## src/rtl/core/lpst_pkg.sv

```systemverilog
// Shared types, codes and lookup functions for the LED pattern sequencer.
package lpst_pkg;

   // Item kinds
   localparam logic MODE_TICK   = 1'b0;
   localparam logic MODE_SENSOR = 1'b1;

   // Pattern codes
   localparam logic [2:0] PAT_OFF   = 3'd0;
   localparam logic [2:0] PAT_SLOW  = 3'd1;
   localparam logic [2:0] PAT_FAST  = 3'd2;
   localparam logic [2:0] PAT_HEART = 3'd3;
   localparam logic [2:0] PAT_SOS   = 3'd4;
   localparam logic [2:0] PAT_COUNT = 3'd5;

   // Alarm codes
   localparam logic [1:0] ALARM_NONE = 2'd0;
   localparam logic [1:0] ALARM_HIGH = 2'd1;
   localparam logic [1:0] ALARM_LOW  = 2'd2;

   // Configuration register indexes
   localparam logic [2:0] CSR_WINDOW_COUNT  = 3'd0;
   localparam logic [2:0] CSR_HIGH_LIMIT    = 3'd1;
   localparam logic [2:0] CSR_LOW_LIMIT     = 3'd2;
   localparam logic [2:0] CSR_VALID_UPPER   = 3'd3;
   localparam logic [2:0] CSR_FAST_ABOVE    = 3'd4;
   localparam logic [2:0] CSR_MID_ABOVE     = 3'd5;
   localparam logic [2:0] CSR_ADVANCE_TICKS = 3'd6;

   localparam int CSR_INDEX_W = 3;
   localparam int CSR_DATA_W  = 15;

   // Timing constants in milliseconds
   localparam logic [9:0]  HOLD_DOT           = 10'd200;
   localparam logic [9:0]  HOLD_DASH          = 10'd600;
   localparam logic [10:0] PERIOD_SAMPLE_FAST = 11'd500;
   localparam logic [10:0] PERIOD_SAMPLE_MID  = 11'd1000;
   localparam logic [10:0] PERIOD_SAMPLE_SLOW = 11'd2000;

   localparam logic [3:0] SOS_LAST  = 4'd8;
   localparam logic [3:0] SOS_LEN   = 4'd9;
   localparam logic [5:0] STEP_LAST = 6'd39;

   typedef struct packed {
      logic              mode;
      logic signed [15:0] temperature;
   } req_type;

   typedef struct packed {
      logic        led_update;
      logic [2:0]  led_bits;
      logic [9:0]  hold_ms;
      logic [10:0] next_period_ms;
      logic [2:0]  pattern;
      logic        pattern_changed;
      logic        sample_valid;
      logic [1:0]  temp_alarm;
   } rsp_type;

   typedef struct packed {
      logic [4:0]  window_count;
      logic [14:0] high_average_limit;
      logic [14:0] low_average_limit;
      logic [14:0] valid_upper;
      logic [14:0] fast_sample_above;
      logic [14:0] mid_sample_above;
      logic [5:0]  advance_ticks;
   } cfg_type;

   typedef struct packed {
      logic [2:0] active_pattern;
      logic [5:0] pattern_step_count;
      logic       blink_level;
      logic [3:0] sos_position;
      logic [5:0] tick_count;
   } pat_state_type;

   function automatic logic [10:0] tick_period(input logic [2:0] pat);
      logic [10:0] period;
      case (pat)
         PAT_OFF:   period = 11'd1000;
         PAT_SLOW:  period = 11'd1000;
         PAT_FAST:  period = 11'd200;
         PAT_HEART: period = 11'd100;
         PAT_SOS:   period = 11'd200;
         PAT_COUNT: period = 11'd300;
         default:   period = 11'd1000;
      endcase
      return period;
   endfunction

   // Successor modulo six over the six defined codes; code 6 maps to slow and code 7 to fast
   function automatic logic [2:0] next_pattern(input logic [2:0] pat);
      logic [2:0] nxt;
      case (pat)
         PAT_OFF:   nxt = PAT_SLOW;
         PAT_SLOW:  nxt = PAT_FAST;
         PAT_FAST:  nxt = PAT_HEART;
         PAT_HEART: nxt = PAT_SOS;
         PAT_SOS:   nxt = PAT_COUNT;
         PAT_COUNT: nxt = PAT_OFF;
         3'd6:      nxt = PAT_SLOW;
         default:   nxt = PAT_FAST;
      endcase
      return nxt;
   endfunction

   // Step is kept below 40: reduce by tens with a compare chain
   function automatic logic [3:0] step_mod10(input logic [5:0] step);
      logic [5:0] r;
      if (step >= 6'd30) r = step - 6'd30;
      else if (step >= 6'd20) r = step - 6'd20;
      else if (step >= 6'd10) r = step - 6'd10;
      else r = step;
      return r[3:0];
   endfunction

   // Dot dot dot dash dash dash dot dot dot
   function automatic logic sos_is_dash(input logic [3:0] pos);
      return (pos >= 4'd3) && (pos <= 4'd5);
   endfunction

endpackage

```

## src/rtl/core/lpst_step.sv

```systemverilog
// Per-item update: LED pattern tick and sensor window averaging.
module lpst_step #(
   parameter int MAX_WINDOW = 16,
   localparam int WIN_CAP = (MAX_WINDOW < 31) ? MAX_WINDOW : 31,
   localparam int CNT_W   = $clog2(WIN_CAP + 1),
   localparam int SUM_W   = $clog2(WIN_CAP * 32767 + 1)
) (
   input  lpst_pkg::req_type       item,
   input  lpst_pkg::cfg_type       cfg,
   input  lpst_pkg::pat_state_type pat,
   input  logic [SUM_W-1:0]        sum,
   input  logic [CNT_W-1:0]        count,
   output lpst_pkg::rsp_type       rsp,
   output lpst_pkg::pat_state_type pat_next,
   output logic [SUM_W-1:0]        sum_next,
   output logic [CNT_W-1:0]        count_next
);

   localparam int PROD_W  = 15 + CNT_W;
   localparam logic [4:0] WIN_CAP_V = 5'(WIN_CAP);

   logic [3:0]        step_mod;
   logic [3:0]        sos_pos;
   logic [5:0]        tick_inc;
   logic [5:0]        adv;
   logic [4:0]        win;
   logic              reading_ok;
   logic [SUM_W-1:0]  sum_inc;
   logic [CNT_W-1:0]  count_inc;
   logic [PROD_W-1:0] high_prod;
   logic [PROD_W-1:0] low_prod;
   logic [PROD_W-1:0] sum_ext;

   // Window averaging datapath
   assign reading_ok = !item.temperature[15] && (item.temperature[14:0] <= cfg.valid_upper);
   assign sum_inc    = sum + SUM_W'(item.temperature[14:0]);
   assign count_inc  = count + CNT_W'(1);
   assign sum_ext    = PROD_W'(sum_inc);
   assign high_prod  = PROD_W'(cfg.high_average_limit) * PROD_W'(count_inc);
   assign low_prod   = PROD_W'(cfg.low_average_limit) * PROD_W'(count_inc);

   always_comb begin
      if (cfg.window_count == 5'd0) begin
         win = 5'd1;
      end else if (cfg.window_count > WIN_CAP_V) begin
         win = WIN_CAP_V;
      end else begin
         win = cfg.window_count;
      end
   end

   assign adv      = (cfg.advance_ticks == 6'd0) ? 6'd1 : cfg.advance_ticks;
   assign tick_inc = pat.tick_count + 6'd1;
   assign step_mod = lpst_pkg::step_mod10(pat.pattern_step_count);
   assign sos_pos  = (pat.sos_position >= lpst_pkg::SOS_LEN) ?
                     (pat.sos_position - lpst_pkg::SOS_LEN) : pat.sos_position;

   always_comb begin
      rsp        = '0;
      pat_next   = pat;
      sum_next   = sum;
      count_next = count;
      if (item.mode == lpst_pkg::MODE_TICK) begin
         rsp.led_update     = 1'b1;
         rsp.next_period_ms = lpst_pkg::tick_period(pat.active_pattern);
         case (pat.active_pattern)
            lpst_pkg::PAT_SLOW: begin
               pat_next.blink_level = ~pat.blink_level;
               rsp.led_bits         = {2'b00, ~pat.blink_level};
            end
            lpst_pkg::PAT_FAST: begin
               pat_next.blink_level = ~pat.blink_level;
               rsp.led_bits         = {1'b0, ~pat.blink_level, 1'b0};
            end
            lpst_pkg::PAT_HEART: begin
               rsp.led_bits = ((step_mod < 4'd2) || ((step_mod >= 4'd3) && (step_mod < 4'd5))) ?
                              3'b100 : 3'b000;
               pat_next.pattern_step_count = (pat.pattern_step_count == lpst_pkg::STEP_LAST) ?
                                             6'd0 : pat.pattern_step_count + 6'd1;
            end
            lpst_pkg::PAT_SOS: begin
               rsp.led_bits = 3'b111;
               rsp.hold_ms  = lpst_pkg::sos_is_dash(sos_pos) ?
                              lpst_pkg::HOLD_DASH : lpst_pkg::HOLD_DOT;
               pat_next.sos_position = (sos_pos == lpst_pkg::SOS_LAST) ? 4'd0 : sos_pos + 4'd1;
            end
            lpst_pkg::PAT_COUNT: begin
               rsp.led_bits = pat.pattern_step_count[2:0];
               pat_next.pattern_step_count = (pat.pattern_step_count == lpst_pkg::STEP_LAST) ?
                                             6'd0 : pat.pattern_step_count + 6'd1;
            end
            default: begin
               rsp.led_bits = 3'b000;
            end
         endcase
         // Advance the pattern after this tick has driven the LEDs
         if (tick_inc >= adv) begin
            pat_next.tick_count         = 6'd0;
            pat_next.active_pattern     = lpst_pkg::next_pattern(pat.active_pattern);
            pat_next.pattern_step_count = 6'd0;
            pat_next.blink_level        = 1'b0;
            rsp.pattern_changed         = 1'b1;
         end else begin
            pat_next.tick_count = tick_inc;
         end
      end else begin
         if (item.temperature > $signed({1'b0, cfg.fast_sample_above})) begin
            rsp.next_period_ms = lpst_pkg::PERIOD_SAMPLE_FAST;
         end else if (item.temperature > $signed({1'b0, cfg.mid_sample_above})) begin
            rsp.next_period_ms = lpst_pkg::PERIOD_SAMPLE_MID;
         end else begin
            rsp.next_period_ms = lpst_pkg::PERIOD_SAMPLE_SLOW;
         end
         rsp.sample_valid = reading_ok;
         if (reading_ok) begin
            if (5'(count_inc) >= win) begin
               if (sum_ext > high_prod) begin
                  pat_next.active_pattern     = lpst_pkg::PAT_FAST;
                  pat_next.pattern_step_count = 6'd0;
                  pat_next.blink_level        = 1'b0;
                  rsp.pattern_changed         = 1'b1;
                  rsp.temp_alarm              = lpst_pkg::ALARM_HIGH;
               end else if (sum_ext < low_prod) begin
                  pat_next.active_pattern     = lpst_pkg::PAT_SOS;
                  pat_next.pattern_step_count = 6'd0;
                  pat_next.blink_level        = 1'b0;
                  rsp.pattern_changed         = 1'b1;
                  rsp.temp_alarm              = lpst_pkg::ALARM_LOW;
               end
               sum_next   = '0;
               count_next = '0;
            end else begin
               sum_next   = sum_inc;
               count_next = count_inc;
            end
         end
      end
      rsp.pattern = pat_next.active_pattern;
   end

endmodule

```

## src/rtl/core/led_pattern_sequencer_with_temp_average.sv

```systemverilog
// An accepted item passes from the input register through the result register to the rsp port.
// Throughput: one item per cycle while the result is not stalled; the pattern and window state
// close their loop through the update logic between the input register and the result register.
// A stalled result holds in the output register while one more item waits in the input register.
// Reset (synchronous, active high) empties both registers, loads the register defaults,
// selects slow blink and clears all counters and the reading window.
module led_pattern_sequencer_with_temp_average #(
   parameter int MAX_WINDOW = 16
) (
   input  logic                             clock,
   input  logic                             reset,
   input  logic                             req_valid,
   output logic                             req_ready,
   input  lpst_pkg::req_type                req_item,
   output logic                             rsp_valid,
   input  logic                             rsp_ready,
   output lpst_pkg::rsp_type                rsp_item,
   input  logic                             csr_we,
   input  logic [lpst_pkg::CSR_INDEX_W-1:0] csr_index,
   input  logic [lpst_pkg::CSR_DATA_W-1:0]  csr_wdata
);

   localparam int WIN_CAP = (MAX_WINDOW < 31) ? MAX_WINDOW : 31;
   localparam int CNT_W   = $clog2(WIN_CAP + 1);
   localparam int SUM_W   = $clog2(WIN_CAP * 32767 + 1);

   lpst_pkg::cfg_type       cfg_ff;
   lpst_pkg::pat_state_type pat_ff;
   lpst_pkg::pat_state_type pat_in;
   logic [SUM_W-1:0]        sum_ff;
   logic [SUM_W-1:0]        sum_in;
   logic [CNT_W-1:0]        count_ff;
   logic [CNT_W-1:0]        count_in;
   logic                    s1_valid_ff;
   lpst_pkg::req_type       s1_item_ff;
   logic                    rsp_valid_ff;
   lpst_pkg::rsp_type       rsp_item_ff;
   lpst_pkg::rsp_type       rsp_in;
   logic                    out_free;
   logic                    s1_fire;

   assign out_free  = !rsp_valid_ff || rsp_ready;
   assign s1_fire   = s1_valid_ff && out_free;
   assign req_ready = !s1_valid_ff || s1_fire;
   assign rsp_valid = rsp_valid_ff;
   assign rsp_item  = rsp_item_ff;

   lpst_step #(
      .MAX_WINDOW(MAX_WINDOW)
   ) u_step (
      .item       (s1_item_ff),
      .cfg        (cfg_ff),
      .pat        (pat_ff),
      .sum        (sum_ff),
      .count      (count_ff),
      .rsp        (rsp_in),
      .pat_next   (pat_in),
      .sum_next   (sum_in),
      .count_next (count_in)
   );

   always_ff @(posedge clock) begin
      if (reset) begin
         cfg_ff.window_count       <= 5'd10;
         cfg_ff.high_average_limit <= 15'd3500;
         cfg_ff.low_average_limit  <= 15'd1500;
         cfg_ff.valid_upper        <= 15'd5000;
         cfg_ff.fast_sample_above  <= 15'd4000;
         cfg_ff.mid_sample_above   <= 15'd2500;
         cfg_ff.advance_ticks      <= 6'd50;
      end else if (csr_we) begin
         case (csr_index)
            lpst_pkg::CSR_WINDOW_COUNT:  cfg_ff.window_count       <= csr_wdata[4:0];
            lpst_pkg::CSR_HIGH_LIMIT:    cfg_ff.high_average_limit <= csr_wdata;
            lpst_pkg::CSR_LOW_LIMIT:     cfg_ff.low_average_limit  <= csr_wdata;
            lpst_pkg::CSR_VALID_UPPER:   cfg_ff.valid_upper        <= csr_wdata;
            lpst_pkg::CSR_FAST_ABOVE:    cfg_ff.fast_sample_above  <= csr_wdata;
            lpst_pkg::CSR_MID_ABOVE:     cfg_ff.mid_sample_above   <= csr_wdata;
            lpst_pkg::CSR_ADVANCE_TICKS: cfg_ff.advance_ticks      <= csr_wdata[5:0];
            default: begin
            end
         endcase
      end
   end

   always_ff @(posedge clock) begin
      if (reset) begin
         s1_valid_ff  <= 1'b0;
         rsp_valid_ff <= 1'b0;
         pat_ff.active_pattern     <= lpst_pkg::PAT_SLOW;
         pat_ff.pattern_step_count <= 6'd0;
         pat_ff.blink_level        <= 1'b0;
         pat_ff.sos_position       <= 4'd0;
         pat_ff.tick_count         <= 6'd0;
         sum_ff   <= '0;
         count_ff <= '0;
      end else begin
         if (req_ready) begin
            s1_valid_ff <= req_valid;
         end
         if (out_free) begin
            rsp_valid_ff <= s1_valid_ff;
         end
         // Commit state as the item moves into the result register
         if (s1_fire) begin
            pat_ff   <= pat_in;
            sum_ff   <= sum_in;
            count_ff <= count_in;
         end
      end
   end

   always_ff @(posedge clock) begin
      if (req_valid && req_ready) begin
         s1_item_ff <= req_item;
      end
      if (s1_fire) begin
         rsp_item_ff <= rsp_in;
      end
   end

endmodule

```

## config.mk

```make
export PLATFORM = sky130hd
export DESIGN_NAME = led_pattern_sequencer_with_temp_average
export DESIGN_NICKNAME = d
export VERILOG_FILES = /design/src/rtl/core/lpst_pkg.sv /design/src/rtl/core/lpst_step.sv /design/src/rtl/core/led_pattern_sequencer_with_temp_average.sv
export SDC_FILE = /design/constraint.sdc
export NUM_CORES = 1
export LEC_CHECK = 0
export ABC_AREA = 1
export BUFFER_PORTS_ARGS = -buffer_cell sky130_fd_sc_hd__buf_4
export CORE_ASPECT_RATIO = 1.2
export CORE_UTILIZATION = 55
export DETAILED_ROUTE_END_ITERATION = 10
export PLACE_DENSITY = 0.83
export SETUP_SLACK_MARGIN = 0.02
export SLEW_MARGIN = 30
export SYNTH_ARGS = -nofsm -noshare
export SYNTH_HDL_FRONTEND = slang
export SYNTH_HIERARCHICAL = 1
export SYNTH_SLANG_ARGS = --single-unit
```

## constraint.sdc

```tcl
create_clock -name clock -period 8.51 [get_ports clock]
set_clock_uncertainty 0.05 [all_clocks]
set_input_delay 0.4255 -clock clock [delete_from_list [all_inputs] [get_ports clock]]
set_output_delay 0.4255 -clock clock [all_outputs]
set_load 0.03 [all_outputs]
```

==> flow_summary.yaml, run 1 <==
global_routing:
  grt_pass1_vias: 14090
  grt_use_total: 0.2787
  grt_max_degree: 98
  grt-ovfl-total: 0
  antenna_found_initial: 0
  grt_pass1_wl_mm: 67.90
die:
  die_area_um2: 30190
  die_w_um: 158.8
  start_util: 0.5608
  die_h_um: 190.1
  core_area_um2: 28930
  ios: 74
  rows: 68
critical_path:
  crit_fanout: 25
  worstPathRequired_ns: 8.78
  path_delay_family: "adder cells"
  end_kind: "register"
  crit_slowest_cell: "clkinv_1"
  crit_top_cell: "nand2_1"
  start_kind: "register"
  worstSetupPathType: "register to register"
  cp.arrival_ns: 7.71
  crit_buf_inv: 7
  max_stage_delay_ns: 0.77
sta:
  tightestPinTransition_ns: 0.9328
  rsz0062_at_grt: "false"
  finalSetupViolCount: 0
  slew_viol_final: 0
  timing.slew.headroom: 0.3759
  period_share: 0.8738
  hold_viol: 0
  finalWorstPathRequiredPeriod_ns: 7.436
  fin_tns_setup_ns: 0
  max_freq_mhz: 134.5
pwr:
  power_frac_comb: 0.402
  fin_total_pwr_mw: 3.005
  power_density_nw_per_um2: 171.3
  internal-power_mw: 1.811
  p_seq_frac: 0.325
  clkPwrFrac: 0.273
  switchingPower_mw: 1.194
  ir_drop_v: 0.0001266
  switching_share: 0.3975
  leakage_nw: 9.290
finish:
  antenna_cells: 0
  syn_to_final_growth_pct: 8.144
  drive_gt1_frac: 0.07638
  fin_nets: 2565
synth:
  synth_adder_area_share: 0.2371
  synthCells: 2231
  yosysWarnings: 6
  synth_area_um2: 16220
  synth_top_family_by_area: "simple AND/OR/NAND/NOR gates"
  yosys.area_share.xor_xnor: 0.03340
  synth_mux_area_frac: 0.0006170
  ys_seq_elements: 181
  yosys.cell_types.count: 59
  synthSimpleGateAreaFrac: 0.2795
  synth_compound_area_frac: 0.08214
  ys_seq_area_frac: 0.2536
  synth_area_per_cell_um2: 7.272
detailed_routing:
  vias: 14540
  antenna_left: 0
  viasPerCell: 5.459
  firstDrtPassIters: 7
  drc: 0
  drt_iter0_drc: 1195
  drt-total-wl_mm: 41.87
  wl_per_cell_um: 15.72
flow_run:
  cap_viol_max_count: 0
placed_design:
  place.gp.congestion: 0.9343
  port_buffers: 73
  dp.final_hpwl_mm: 32.38
clock_network:
  post_cts_buffers: 0
  clk-insertion-delay-late_ns: 0.44
  max-clock-path-buffers: 2
  clkSlewWorstSetupHoldPaths_ns: 0.08
  cts.htree.levels: 4
  postCtsHoldBufs: 0
  clkSinkCount: 181
  cts_tree: "done"
  numCtsBuffers: 17
  cts_resized: 0
  root_buffer: "clkbuf_16"
worst_hold_path:
  hold_path.class: "primary input to register"
outcome:
  status: "finished clean"
layout by cell type (no fill, tap or decap), types with 18 or more instances in the layout:
| cell | instances |
|---|---|
| nand2_1 | 476 |
| o21ai_0 | 34 |
| nor2_1 | 340 |
| xor2_1 | 46 |
| nand3_1 | 138 |
| edfxtp_1 | 49 |
| inv_1 | 367 |
| clkbuf_16 | 18 |
| a21oi_1 | 79 |
| buf_4 | 81 |
| fa_1 | 79 |
| dfxtp_1 | 132 |
| ha_1 | 181 |
| nand3b_1 | 45 |
routing by layer:
layer,track usage,vias to the layer above,part of all wire
met4,0.1688,0,0.055
met5,0,-,0
met1,0.3245,6727,0.40
met2,0.4941,583,0.48
li1,-,7098,-
met3,0.02987,128,0.063
logic make-up (layout without fill, tap and decap cells):
family,Yosys count,in the layout
AOI/OAI and AO/OA,213,213
other,1,7
adders and majority gates,260,260
xor gates and xnor gates,61,61
buffers and inverters,455,496
muxes,1,1
and+or+nand+nor,1059,1059
DFF,181,181
final cells by class:
class / count / area (um2)
Timing Repair Buffer: 82 / 619.3
Sequential cell: 181 / 4114
Clock inverter: 12 / 125.1
Fill cell: 2519 / 11380
Clock buffer: 20 / 478.0
Inverter: 382 / 1435
Tap cell: 385 / 481.7
Multi-Input combinational cell: 1601 / 10290
worst paths after layout:
check	from	to	slack, ns	depth (start not counted)
worst max-delay path	count_ff[0]$_SDFFE_PP0P_	pat_ff[18]$_SDFFE_PP0P_	1.07	38
worst min-delay path	req_item[14]	s1_item_ff[14]$_DFFE_PP_	0.11	1
worst max register to register	count_ff[0]$_SDFFE_PP0P_	pat_ff[18]$_SDFFE_PP0P_	1.07	38
worst min register to register	cfg_ff[39]$_SDFFE_PP1P_	cfg_ff[39]$_SDFFE_PP1P_	0.41	2
state kept, by name, indices dropped and copies added (netlist names):
| name | count |
|---|---|
| sum_ff | 19 |
| rsp_valid | 1 |
| s1_item_ff | 17 |
| pat_ff | 20 |
| rsp_item | 32 |
| cfg_ff | 86 |
| s1_valid_ff | 1 |
| count_ff | 5 |
Yosys cell counts, drive strengths merged:
| cell | count | area share |
|---|---|---|
| a32oi | 1 | 0.00054 |
| o21a | 2 | 0.00093 |
| fa | 79 | 0.097 |
| nor3 | 18 | 0.0072 |
| clkbuf | 21 | 0.0049 |
| edfxtp | 49 | 0.091 |
| a21oi | 84 | 0.028 |
| nand4 | 13 | 0.0050 |
| clkinv | 2 | 0.00046 |
| o2111ai | 2 | 0.0011 |
| a2111oi | 2 | 0.0011 |
| nor2 | 351 | 0.085 |
| a211o | 1 | 0.00054 |
| a211oi | 5 | 0.0023 |
| nand3 | 140 | 0.044 |
| a221oi | 2 | 0.0011 |
| nor4 | 2 | 0.0017 |
| or4 | 1 | 0.00046 |
| a21o | 11 | 0.0051 |
| o41ai | 1 | 0.00054 |
| a31oi | 11 | 0.0046 |
| xnor2 | 14 | 0.0076 |
| o31ai | 3 | 0.0022 |
| a31o | 2 | 0.0011 |
| or2 | 2 | 0.00077 |
| mux2i | 1 | 0.00062 |
| o22ai | 10 | 0.0039 |
| a22o | 10 | 0.0054 |
| o21bai | 9 | 0.0042 |
| nand3b | 45 | 0.021 |
| inv | 380 | 0.088 |
| o21ai | 51 | 0.017 |
| o211ai | 4 | 0.0019 |
| xor2 | 47 | 0.026 |
| dfxtp | 132 | 0.16 |
| buf | 52 | 0.020 |
| ha | 181 | 0.14 |
| conb | 1 | 0.00023 |
| o221ai | 2 | 0.0011 |
| nand2 | 487 | 0.11 |
power groups by stage:
stage | sequential, mW | combinational (mW) | clock [mW]
2_1_floorplan | 0.991 | 0.909 | 0
3_3_place_gp | 0.994 | 1.14 | 0
5_1_grt | 0.982 | 1.38 | 0.860
4_1_cts | 0.975 | 1.20 | 0.829
6_report | 0.977 | 1.21 | 0.821
3_5_place_dp | 0.995 | 1.19 | 0
per-stage QoR:
| step | cells | area [um2] | hold WS, ns | util | setup WS (ns) |
|---|---|---|---|---|---|
| after global routing | 2663 | 17540 | 0.1050 | 0.6065 | 0.6738 |
| after detailed placement | 2631 | 16940 | 0.3974 | 0.5855 | 1.222 |
| final | 2663 | 17540 | 0.1141 | 0.6065 | 1.074 |
| after floorplan | 2237 | 16250 | 0.3789 | - | 2.485 |
| after CTS | 2663 | 17540 | 0.09794 | 0.6064 | 1.193 |
| after global placement | 2631 | 16940 | 0.3887 | 0.5855 | 1.531 |
(Power assumes the default switching activity.)
==> inputs of run 2 (changes only) <==
--- a/config.mk
+++ b/config.mk
@@ -8,9 +8,9 @@
 export ABC_AREA = 1
 export BUFFER_PORTS_ARGS = -buffer_cell sky130_fd_sc_hd__buf_4
 export CORE_ASPECT_RATIO = 1.2
-export CORE_UTILIZATION = 55
+export CORE_UTILIZATION = 43
 export DETAILED_ROUTE_END_ITERATION = 10
-export PLACE_DENSITY = 0.83
+export PLACE_DENSITY = 0.7
 export SETUP_SLACK_MARGIN = 0.02
 export SLEW_MARGIN = 30
 export SYNTH_ARGS = -nofsm -noshare
==> run 2 against run 1 <==
The run now ends with DRC left. Worst hold slack got worse by 0.018 ns. First-iteration DRC count fell by 11%. Flip-flop and latch count did not move. Combinational power barely moved. Cell count rose by 3.5%. Sequential share of layout area fell by 0.15 points. Final area rose by 0.66%. Global-route usage fell by 4.6 points. Critical path depth did not move.
==> flow_summary.yaml, run 2 (same netlist as run 1, synthesis figures left out) <==
clock_network:
  cts_tree: "done"
  max-clock-path-buffers: 2
  clkSlewWorstSetupHoldPaths_ns: 0.08
  cts.htree.levels: 4
  cts_resized: 0
  clk-insertion-delay-late_ns: 0.46
  numCtsBuffers: 17
  root_buffer: "clkbuf_16"
  clkSinkCount: 181
  postCtsHoldBufs: 0
  post_cts_buffers: 0
pwr:
  leakage_nw: 9.291
  ir_drop_v: 0.0001597
  power_density_nw_per_um2: 170.2
global_routing:
  antenna_found_initial: 0
  grt-ovfl-total: 0
  grt_pass1_wl_mm: 70.90
  grt_pass1_vias: 13980
  grt_max_degree: 100
  grt_use_total: 0.2329
critical_path:
  crit_slowest_cell: "nor2_1"
  worstSetupPathType: "register to register"
  start_kind: "register"
  crit_fanout: 25
  max_stage_delay_ns: 0.64
  cp.arrival_ns: 7.33
  crit_top_cell: "nand2_1"
  end_kind: "register"
  worstPathRequired_ns: 8.80
finish:
  largest_reg_flops: 86
  utilization: 0.4773
  instances_no_fill: 2755
  top_register: "cfg_ff"
  final_area_um2: 17660
  fin_nets: 2568
  drive_gt1_frac: 0.07672
  fillers: 3674
  syn_to_final_growth_pct: 8.854
  final_common_cell: "nand2_1"
  antenna_cells: 0
  final_cell_mix: "nand2_1, inv_1, nor2_1, ha_1, nand3_1"
outcome:
  failed_checks: "DRC"
  status: "complete, but fails checks"
sta:
  fin_ws_ns: 1.465
  slew_viol_final: 0
  finalWorstPathRequiredPeriod_ns: 7.045
  max_freq_mhz: 142.0
  tightestPinTransition_ns: 0.9528
  hold_viol: 0
  rsz0062_at_grt: "false"
  timing.slew.headroom: 0.3626
  finalSetupViolCount: 0
  fin_tns_setup_ns: 0
  period_share: 0.8278
placed_design:
  place.gp.congestion: 0.8996
  place_ws_ns: 1.606
  dpl.cell_count: 2723
  placed_area_um2: 17070
  port_buffers: 73
  dp.final_hpwl_mm: 33.42
detailed_routing:
  drt_iter0_drc: 1069
  vias: 14330
  viasPerCell: 5.202
  antenna_left: 0
  drc: 12
  drt-total-wl_mm: 43.64
  firstDrtPassIters: 8
  wl_per_cell_um: 15.84
worst_hold_path:
  hold_path.class: "primary input to register"
die:
  core_area_um2: 37000
  die_area_um2: 38510
  start_util: 0.4385
  ios: 74
  rows: 77
  die_h_um: 214.8
  die_w_um: 179.3
flow_run:
  cap_viol_max_count: 0
## run 2: cell types whose count changed in the layout (fill, tap and decap cells not counted), sizes merged
cell    before  now
bufinv       0    1
clkinv       5    8
buf         82   85
inv        389  387
clkbuf      20   18
## run 2: area by class of cell
type / instances / area (um2) / area share
Clock buffer: 18 / 429.2 / 0.02430
Multi-Input combinational cell: 1601 / 10290 / 0.5828
Timing Repair Buffer: 85 / 641.9 / 0.03635
Inverter: 382 / 1435 / 0.08127
Sequential cell: 181 / 4114 / 0.2330
Tap cell: 474 / 593.1 / 0.03358
Clock inverter: 14 / 155.1 / 0.008786
## run 2: power breakdown
part           leakage (nW)  switching (mW)  internal (mW)
clock                 0.287           0.399          0.417
combinational          7.47           0.756          0.458
sequential             1.54          0.0471          0.928
## run 2: stage by stage
stage	hold WS (ns)	total power [mW]
final	0.09611	3.005
after global routing	0.07742	3.228
after CTS	0.07937	3.010
after detailed placement	0.3965	2.192
after global placement	0.3897	2.149
after floorplan	0.3789	1.900
## run 2: path summary, 6_finish.rpt
path	end	depth (start not counted)	start	slack (ns)
worst min-delay path	s1_item_ff[14]$_DFFE_PP_	1	req_item[14]	0.1
worst min register to register	cfg_ff[14]$_SDFFE_PP1P_	2	cfg_ff[14]$_SDFFE_PP1P_	0.42
worst max-delay path	pat_ff[18]$_SDFFE_PP0P_	38	count_ff[0]$_SDFFE_PP0P_	1.47
worst max register to register	pat_ff[18]$_SDFFE_PP0P_	38	count_ff[0]$_SDFFE_PP0P_	1.47
## run 2: metal layers
layer / vias to the layer above / global-route usage / routed length, um
met5: - / 0 / 0
met4: 0 / 0.1165 / 2034
met3: 96 / 0.02760 / 2139
li1: 7100 / - / -
met2: 459 / 0.3909 / 20820
met1: 6676 / 0.2912 / 18640
## run 2: critical path: cells and delay by family (launching register included)
kind,cells,cell delay (ns)
adder cells (fa/ha/maj),6,2.40
buffers and inverters,7,0.80
flip-flops,1,0.51
AO/OA/AOI/OAI,5,0.79
AND/OR/NAND/NOR,19,2.17
XOR/XNOR,1,0.19
